## src/rtl/clipstk_pkg.sv

```systemverilog
// Shared types, command codes and defaults for the clip rectangle stack.
`timescale 1ns / 1ps
package clipstk_pkg;

  localparam int STACK_DEPTH_DEF = 8;

  localparam logic [1:0] CMD_PUSH  = 2'd0;
  localparam logic [1:0] CMD_POP   = 2'd1;
  localparam logic [1:0] CMD_CLEAR = 2'd2;

  typedef struct packed {
    logic signed [15:0] x;
    logic signed [15:0] y;
    logic        [14:0] w;
    logic        [14:0] h;
  } rect_t;

  typedef struct packed {
    logic push;
    logic pop;
  } shift_t;

endpackage

```

## src/rtl/clip_rect_intersect_stack_top.sv

```systemverilog
// Top level of the nested clip rectangle stack: cell chain, control, result register.
//
// Usage:
//   Input channel (in_valid / in_stall) carries one command word: push a
//   rectangle, pop the top entry or clear the stack; code 3 is ignored.
//   Output channel (out_valid / out_stall) returns one status word per
//   command: the top rectangle after the step (zeros when empty), the
//   depth, the clip enable flag and an overflow mark for a dropped push.
//   Result: the status word is registered and shows in the cycle after its command is taken.
//   Throughput: one command per cycle; the stack is a row of cells that all
//   shift in the same cycle, and the only logic ahead of the cells is the
//   intersect of the incoming rectangle with cell zero.
//   Stall: while a status word waits with out_stall high, in_stall is high
//   and no command is taken; the word and the stack hold.
//   Reset (rst, synchronous): depth and enable go to zero, the output word
//   is dropped and in_stall is held high, so no command is taken while rst
//   is high. Cell contents are not cleared; only cells below the depth
//   are ever shown.
//   A push onto a full stack is dropped, the stack is unchanged and the
//   status word carries overflow high.
`timescale 1ns / 1ps
module clip_rect_intersect_stack_top #(
  parameter int STACK_DEPTH = clipstk_pkg::STACK_DEPTH_DEF
) (
  input  logic               clk,
  input  logic               rst,
  input  logic               in_valid,
  output logic               in_stall,
  input  logic        [1:0]  command,
  input  logic signed [15:0] rect_x,
  input  logic signed [15:0] rect_y,
  input  logic        [14:0] rect_w,
  input  logic        [14:0] rect_h,
  output logic               out_valid,
  input  logic               out_stall,
  output logic signed [15:0] top_x,
  output logic signed [15:0] top_y,
  output logic        [14:0] top_w,
  output logic        [14:0] top_h,
  output logic        [3:0]  stack_depth,
  output logic               clip_enable,
  output logic               overflow
);
  import clipstk_pkg::*;

  localparam int DW = $clog2(STACK_DEPTH + 1);
  localparam logic [DW-1:0] FULL = DW'(STACK_DEPTH);

  // Control registers
  logic [DW-1:0] depth_count, depth_count_next;
  logic          enable_flag, enable_flag_next;

  // Output word registers
  rect_t         out_rect;
  logic [DW-1:0] out_depth;
  logic          out_enable, out_overflow;

  logic    accept;
  logic    push_ok, push_full, pop_ok;
  shift_t  ctl;
  rect_t   new_rect, isect_rect, top_next;
  rect_t   cell_q [STACK_DEPTH];
  logic [DW+3:0] depth_wide;

  // Take a command whenever the result register is free or being emptied;
  // hold the input off throughout reset.
  assign in_stall = rst | (out_valid & out_stall);
  assign accept   = in_valid & ~in_stall;

  assign new_rect = '{x: rect_x, y: rect_y, w: rect_w, h: rect_h};

  clipstk_isect u_isect (
    .a       (new_rect),
    .b       (cell_q[0]),
    .has_top (depth_count != '0),
    .r       (isect_rect)
  );

  // Decode the command; undefined code leaves the state alone.
  always_comb begin
    push_ok   = 1'b0;
    push_full = 1'b0;
    pop_ok    = 1'b0;
    depth_count_next = depth_count;
    enable_flag_next = enable_flag;
    if (accept) begin
      case (command)
        CMD_PUSH: begin
          if (depth_count == FULL) begin
            push_full = 1'b1;
          end else begin
            push_ok = 1'b1;
            depth_count_next = depth_count + 1'b1;
            enable_flag_next = 1'b1;
          end
        end
        CMD_POP: begin
          if (depth_count != '0) begin
            pop_ok = 1'b1;
            depth_count_next = depth_count - 1'b1;
          end
          // Switch clipping off once the stack is left empty.
          if (depth_count_next == '0) begin
            enable_flag_next = 1'b0;
          end
        end
        CMD_CLEAR: begin
          depth_count_next = '0;
        end
        default: begin
        end
      endcase
    end
  end

  assign ctl.push = push_ok;
  assign ctl.pop  = pop_ok;

  // Cell chain: cell zero is the top of the stack.
  for (genvar i = 0; i < STACK_DEPTH; i++) begin : g_cell
    rect_t above, below;
    if (i == 0) begin : g_head
      assign above = isect_rect;
    end else begin : g_body
      assign above = cell_q[i-1];
    end
    if (i == STACK_DEPTH - 1) begin : g_tail
      assign below = '0;
    end else begin : g_inner
      assign below = cell_q[i+1];
    end
    clipstk_cell u_cell (
      .clk        (clk),
      .ctl        (ctl),
      .from_above (above),
      .from_below (below),
      .q          (cell_q[i])
    );
  end

  // Top entry as it stands after this step; zeros when the stack empties.
  always_comb begin
    if (depth_count_next == '0) begin
      top_next = '0;
    end else if (push_ok) begin
      top_next = isect_rect;
    end else if (pop_ok) begin
      top_next = cell_q[1];
    end else begin
      top_next = cell_q[0];
    end
  end

  always_ff @(posedge clk) begin
    if (rst) begin
      depth_count <= '0;
      enable_flag <= 1'b0;
      out_valid   <= 1'b0;
    end else begin
      depth_count <= depth_count_next;
      enable_flag <= enable_flag_next;
      if (accept) begin
        out_valid <= 1'b1;
      end else if (!out_stall) begin
        out_valid <= 1'b0;
      end
    end
  end

  // Load the result word on every accepted command, hold it otherwise.
  always_ff @(posedge clk) begin
    if (accept) begin
      out_rect     <= top_next;
      out_depth    <= depth_count_next;
      out_enable   <= enable_flag_next;
      out_overflow <= push_full;
    end
  end

  assign depth_wide  = {4'b0000, out_depth};
  assign top_x       = out_rect.x;
  assign top_y       = out_rect.y;
  assign top_w       = out_rect.w;
  assign top_h       = out_rect.h;
  assign stack_depth = depth_wide[3:0];
  assign clip_enable = out_enable;
  assign overflow    = out_overflow;

  // Depth never runs past the cell count.
  a_depth_bound: assert property (@(posedge clk) disable iff (rst)
    depth_count <= FULL)
    else $error("stack depth beyond cell count");

  // A successful push always switches clipping on.
  a_push_enables: assert property (@(posedge clk) disable iff (rst)
    push_ok |=> enable_flag)
    else $error("push did not enable clipping");

  // A push onto a full stack is flagged and leaves the depth alone.
  a_full_flagged: assert property (@(posedge clk) disable iff (rst)
    push_full |=> out_valid && out_overflow && depth_count == FULL)
    else $error("dropped push not flagged");

  // A pop on a non-empty stack removes exactly one entry.
  a_pop_step: assert property (@(posedge clk) disable iff (rst)
    pop_ok |=> depth_count == $past(depth_count) - 1'b1)
    else $error("pop did not remove one entry");

endmodule

```

## src/rtl/clipstk_cell.sv

```systemverilog
// One stack cell: holds a rectangle and shifts with its neighbours.
`timescale 1ns / 1ps
module clipstk_cell (
  input  logic                 clk,
  input  clipstk_pkg::shift_t  ctl,
  input  clipstk_pkg::rect_t   from_above,
  input  clipstk_pkg::rect_t   from_below,
  output clipstk_pkg::rect_t   q
);
  import clipstk_pkg::*;

  rect_t entry;

  // Take the upper neighbour on a push, the lower one on a pop, else hold.
  always_ff @(posedge clk) begin
    if (ctl.push) begin
      entry <= from_above;
    end else if (ctl.pop) begin
      entry <= from_below;
    end
  end

  assign q = entry;

endmodule

```

## src/rtl/clipstk_isect.sv

```systemverilog
// Intersection of a pushed rectangle with the current top entry.
`timescale 1ns / 1ps
module clipstk_isect (
  input  clipstk_pkg::rect_t  a,
  input  clipstk_pkg::rect_t  b,
  input  logic                has_top,
  output clipstk_pkg::rect_t  r
);
  import clipstk_pkg::*;

  logic signed [16:0] ax2, bx2, ay2, by2, nx2, ny2;
  logic signed [15:0] nx, ny;
  logic signed [17:0] dw, dh;

  always_comb begin
    ax2 = $signed({a.x[15], a.x}) + $signed({2'b00, a.w});
    bx2 = $signed({b.x[15], b.x}) + $signed({2'b00, b.w});
    ay2 = $signed({a.y[15], a.y}) + $signed({2'b00, a.h});
    by2 = $signed({b.y[15], b.y}) + $signed({2'b00, b.h});
    nx  = ($signed(a.x) > $signed(b.x)) ? a.x : b.x;
    ny  = ($signed(a.y) > $signed(b.y)) ? a.y : b.y;
    nx2 = (ax2 < bx2) ? ax2 : bx2;
    ny2 = (ay2 < by2) ? ay2 : by2;
    dw  = $signed({nx2[16], nx2}) - $signed({nx[15], nx[15], nx});
    dh  = $signed({ny2[16], ny2}) - $signed({ny[15], ny[15], ny});
    if (has_top) begin
      r.x = nx;
      r.y = ny;
      r.w = dw[17] ? 15'd0 : dw[14:0];  // clamp empty overlap at zero
      r.h = dh[17] ? 15'd0 : dh[14:0];
    end else begin
      r = a;
    end
  end

endmodule

```

## config.mk

```make
export PLATFORM = sky130hd
export DESIGN_NAME = clip_rect_intersect_stack_top
export DESIGN_NICKNAME = d
export VERILOG_FILES = /design/src/rtl/clipstk_pkg.sv /design/src/rtl/clip_rect_intersect_stack_top.sv /design/src/rtl/clipstk_cell.sv /design/src/rtl/clipstk_isect.sv
export SDC_FILE = /design/constraint.sdc
export NUM_CORES = 1
export LEC_CHECK = 0
export ABC_AREA = 0
export ABC_CLOCK_PERIOD_IN_PS = 8600
export BUFFER_PORTS_ARGS = -buffer_cell sky130_fd_sc_hd__buf_4
export CAP_MARGIN = 0
export CORE_MARGIN = 4
export CORE_UTILIZATION = 35
export CTS_CLUSTER_DIAMETER = 200
export DETAILED_ROUTE_END_ITERATION = 8
export MAX_ROUTING_LAYER = met4
export SLEW_MARGIN = 10
export SYNTH_ARGS = -nofsm -noshare
export SYNTH_HDL_FRONTEND = slang
export SYNTH_HIERARCHICAL = 1
export SYNTH_SLANG_ARGS = --single-unit
export TNS_END_PERCENT = 10
```

## constraint.sdc

```tcl
create_clock -name clk -period 8.6 [get_ports clk]
set_clock_uncertainty 0.05 [all_clocks]
set_input_delay 0.43 -clock clk [delete_from_list [all_inputs] [get_ports clk]]
set_output_delay 0.43 -clock clk [all_outputs]
set_load 0.005 [all_outputs]
```

; ---- Word level (Yosys, flattened, before mapping)
; Index checks and enable logic that the tools add are counted.
[op_classes]
order_cmp = 4
reduce_logical = 5
eq_ne = 4
mux = 42
add_sub_neg = 8
n_bitwise = 4
[ops]
columns = op, n
row1 = $mux W62, 17
row2 = $add A16 B16 Y17, 4
row3 = $sub A17 B16 Y18, 2
row4 = $lt A17 B17 Y1, 2
row5 = $mux W17, 2
row6 = $gt A16 B16 Y1, 2
row7 = $mux W16, 2
row8 = $mux W15, 2
row9 = $mux W4, 5
row10 = $mux W1, 12
row11 = $pmux W4 S3, 1
row12 = $logic_not A4 Y1, 2
row13 = $add A4 B1 Y4 const B, 1
row14 = $eq A4 B4 Y1 const B, 1
row15 = $reduce_bool A4 Y1, 1
row16 = $sub A4 B1 Y4 const B, 1
row17 = $and A1 B1 Y1, 2
row18 = $eq A2 B1 Y1 const B, 1
row19 = $eq A2 B2 Y1 const B, 1
row20 = $logic_not A2 Y1, 1
row21 = $ne A2 B1 Y1 const B, 1
row22 = $pmux W1 S2, 1
row23 = $reduce_bool A2 Y1, 1
row24 = $not A1 Y1, 1
row25 = $or A1 B1 Y1, 1
[word_totals]
in_bits = 68
elab_cells = 109
ff_bits = 570
out_inout_bits = 70

; ---- Logic depth before layout (Yosys ltp)
[depth]
depth_word = 9
mapped_depth = 33
depth_no_buf = 32

; ---- By module
; The synthesis kept the hierarchy.
[modules_own_cells]
columns = module, cells_per_inst, seq_area_each_um2, area_per_inst_um2, instances
row1 = clipstk_cell, 132, 1861.8, 2919.0, 8
row2 = clipstk_isect, 918, 0.0, 7010.5, 1
row3 = clip_rect_intersect_stack_top, 439, 2162.1, 4727.0, 1

; ---- Least setup slack after synthesis
; OpenSTA, ideal clock, no wires.
[synth_path]
path_type = input port to flip-flop
start = in rect_h[0]
end = reg g_cell[0].u_cell.entry (netlist bit g_cell[0].u_cell/q[10]) (data pin)
stages = 28
setup_slack_ns = 1.856
n_path_buf = 1
t_arrival_ns = 6.434
required_ns = 8.290
setup_ns = 0.260
path_cell_list = ha_1 inv_1 fa_1 nor2b_1 o31a_1 o221ai_1 nor2_1 o41ai_1 o21ba_2 o21bai_1 xnor2_1 inv_1 ha_1 a21o_1 a21o_1 a21oi_1 xor2_1 a21oi_4 mux2_4 ha_1 a2111oi_0 a21oi_1 a211oi_1 a21oi_1 a21oi_1 clkbuf_1 o22ai_1 mux2_4
[synth_rtl]
columns = element, line
row1 = "start, declared", clip_rect_intersect_stack_top.sv:33  ; input logic [14:0] rect_h,
row2 = "end signal, assigned", clipstk_cell.sv:17  ; entry <= from_above;
row3 = "end signal, assigned", clipstk_cell.sv:19  ; entry <= from_below;
row4 = "end, declared", clipstk_cell.sv:12  ; rect_t entry;

==> flow_summary_export.csv <==
group,metric,value,unit
clock_network,post_cts_buffers,0,
place,place.port_buffers,137,
clock_network,ctsHtreeMaxLevel,2,
cells_and_area,layout_common_cells,"edfxtp_1 (564), mux2_4 (475), buf_4 (163), ha_1 (156), inv_1 (121)",
setup_path,crit_fanout,16,
drt,routed-via-count,20939,
drt,antenna_left,0,
timing,min_period,7.80,ns
global_routing,grt.overflow.total,0,
clock_network,numCtsBuffers,59,
timing,min_period_over_period,90.7,%
synthesis,syn_area_per_cell,14.5,sq um
setup_path,worstPathArrival,8.18,ns
timing,rsz0062_at_grt,"no",
drt,wl_met1,43000,microns
timing,hold_viol_final,0,
place,dpl.hpwl,59300,microns
synthesis,netlist_area,35100,sq um
die,die_y,325,microns
drt,totalWireLength,88800,microns
clock_network,clkLatencyLatePin,0.65,ns
status,status,"finished, final reports clean",
synthesis,yosysWarnings,6,
synthesis,yosysUniqueCellTypes,86,
drt,via_per_inst,5.33,
power_and_ir_drop,p_leak,15.2,nW
timing,fmax,128,MHz
setup_path,cpMaxStageDelayCell,"o32ai_1",
synthesis,synth-seq-cells,570,
global_routing,antenna_found_initial,2,
cells_and_area,synthToLayoutAreaGrowth,11.1,%
global_routing,grt_use_total,16.6,%
timing,slew_headroom,23.9,%
die,io_pins,138,
setup_path,required,8.98,ns
place,place.gp.congestion,0.882,
cells_and_area,layout.nets,2817,
clock_network,ctsLongestPathBuffers,3,
drt,drtIter0Drc,1936,
setup_path,crit_path_start_kind,"register",
run,cap_violations,0,
timing,whs,0.120,ns
power_and_ir_drop,powerDensity,180,nW/um^2
global_routing,grt_start_max_net_pins,141,
synthesis,synthFlopType,"edfxtp_1",
die,initial_core_util,35.4,%
drt,route.met3.wl,5420,microns
setup_path,crit_type,"register to register",
drt,drc,0,
synthesis,ys_async_sr_fraction,0,%
power_and_ir_drop,ir_drop,175,uV
global_routing,grt_pass1_vias,21156,
drt,met2WireLength,38800,microns
cells_and_area,layout_commonest_cell,"edfxtp_1",
timing,setup_tns,0,ns
drt,wire_per_inst,22.6,microns
die,core,99000,sq um
synthesis,syn_inst,2413,
synthesis,ys_seq_area_share,48.6,%
die,die_w,325,microns
clock_network,clk_pin_slew,0.06,ns
clock_network,clk_root_buffer_cell,"clkbuf_16",
clock_network,cts_tree,"built",
die,fp-row-count,115,
clock_network,cts_resized,0,
cells_and_area,layout-drive-gt1-share,33.7,%
timing,drv_slew,0,
clock_network,clock-sinks,570,
timing,worstMarginPinSlew,1.14,ns
drt,drt_first_pass_iters,5,
die,die_area,105000,sq um
synthesis,synth_edf_count,564,
setup_path,worst_setup_path_end_kind,"register",
worst_hold_path,hold_class,"input pin to register",
global_routing,grt_first_pass_wirelength,133000,microns
drt,top_layer,"met4",
setup_path,critPathMaxStageDelay,0.61,ns
timing,finalSetupViolations,0,
==> worst paths after layout <==
| path | startpoint | to | slack (ns) | depth (start not counted) |
|---|---|---|---|---|
| setup / recovery | g_cell[0].u_cell/q[0] | top_h[12] | 0.80 | 31 |
| hold reg to reg | g_cell[7].u_cell/q[15] | g_cell[6].u_cell/q[15] | 0.50 | 1 |
| hold / removal | command[1] | overflow | 0.12 | 2 |
| setup reg to reg | g_cell[0].u_cell/q[0] | top_h[12] | 0.80 | 31 |
==> synthesized netlist by cell type, types with 7 or more instances <==
library cell / n / area [sq um]
a211o_1: 7 / 61.3
ha_1: 156 / 1950
o21ai_0: 44 / 220
inv_1: 121 / 454
xnor2_1: 42 / 368
mux2i_1: 56 / 561
nor2_1: 120 / 450
mux2_2: 61 / 687
buf_12: 49 / 981
a31oi_1: 8 / 50.1
nor2b_1: 21 / 131
xor2_1: 31 / 272
nand2_1: 41 / 154
edfxtp_1: 564 / 16900
nand3_1: 12 / 60.1
a21oi_1: 60 / 300
a21o_1: 36 / 270
mux2_4: 475 / 7130
a211oi_2: 61 / 763
a211oi_1: 79 / 593
o21a_1: 27 / 203
nor3_1: 17 / 85.1
o22ai_1: 25 / 156
buf_2: 14 / 70.1
and3_1: 67 / 419
clkbuf_1: 40 / 150
or2_1: 9 / 56.3
buf_6: 14 / 158
nand2b_1: 18 / 113
==> sequential cells by signal (all words and copies together), names as in the netlist <==
| register | cells |
|---|---|
| top_w | 15 |
| g_cell.u_cell/q | 496 |
| top_y | 16 |
| depth_count | 4 |
| enable_flag | 1 |
| stack_depth | 4 |
| out_valid | 1 |
| top_x | 16 |
| overflow | 1 |
| top_h | 15 |
| clip_enable | 1 |
==> what timing repair did <==
action / CTS / global route
hold buffers: 4 / 0
endpoints found under the hold margin: 6 / 0
setup endpoints to repair: 0 / 0
==> power breakdown <==
group / total (W) / switching [W] / internal [W] / leakage (nW)
Clock: 0.00268 / 0.00114 / 0.00154 / 0.977
Combinational: 0.00117 / 0.000632 / 0.000536 / 9.05
Sequential: 0.00316 / 0.0000425 / 0.00311 / 5.20
Total: 0.00700 / 0.00181 / 0.00519 / 15.2
==> cells by family (layout without fill, tap and decap cells) <==
group / Yosys count / count (layout) / share of synthesized area, %
other cells: 1 / 63 / 0.0107
buf+inv: 242 / 406 / 5.21
xor+xnor: 73 / 73 / 1.82
mux: 593 / 593 / 23.9
compound gates: 414 / 414 / 9.16
simple gates: 355 / 355 / 5.28
fa+ha+maj: 165 / 165 / 6.00
flops: 570 / 570 / 48.6
==> final cells by class <==
type                       count  area [sq um]
inverter                     124           473
clock buffer                  69          1510
antenna                        1          2.50
clock inverter                43           520
timing repair buffer         170          1320
fill                        9141         60000
sequential                   570         17100
tap                         1287          1610
multi-input combinational   1662         16500
==> critical path: cells and delay by family (launching register included) <==
family / cells / cell delay (ns)
mux: 1 / 0.12
compound gates: 20 / 4.43
flops: 1 / 0.50
fa+ha+maj: 4 / 1.35
simple gates: 3 / 0.49
xor+xnor: 1 / 0.13
buf+inv: 2 / 0.52
==> per-stage QoR <==
step                worst slack (ns)  area (sq um)  total power (W)  utilization [%]  cells
floorplan                       1.86         35300          0.00407                -   2474
global placement               0.982         36900          0.00434             37.3   3809
detailed placement             0.831         36900          0.00436             37.3   3809
CTS                            0.835         39000          0.00707             39.4   3925
global route                   0.305         39000          0.00729             39.4   3926
finish                         0.801         39000          0.00700             39.4   3926
==> routing by layer <==
metal,GRT usage (%),up-vias
met1,23.9,10678
met4,3.58,0
met3,2.70,89
li1,-,9558
met5,-,-
met2,24.5,614
No activity file was read; power rests on OpenSTA's default activity.
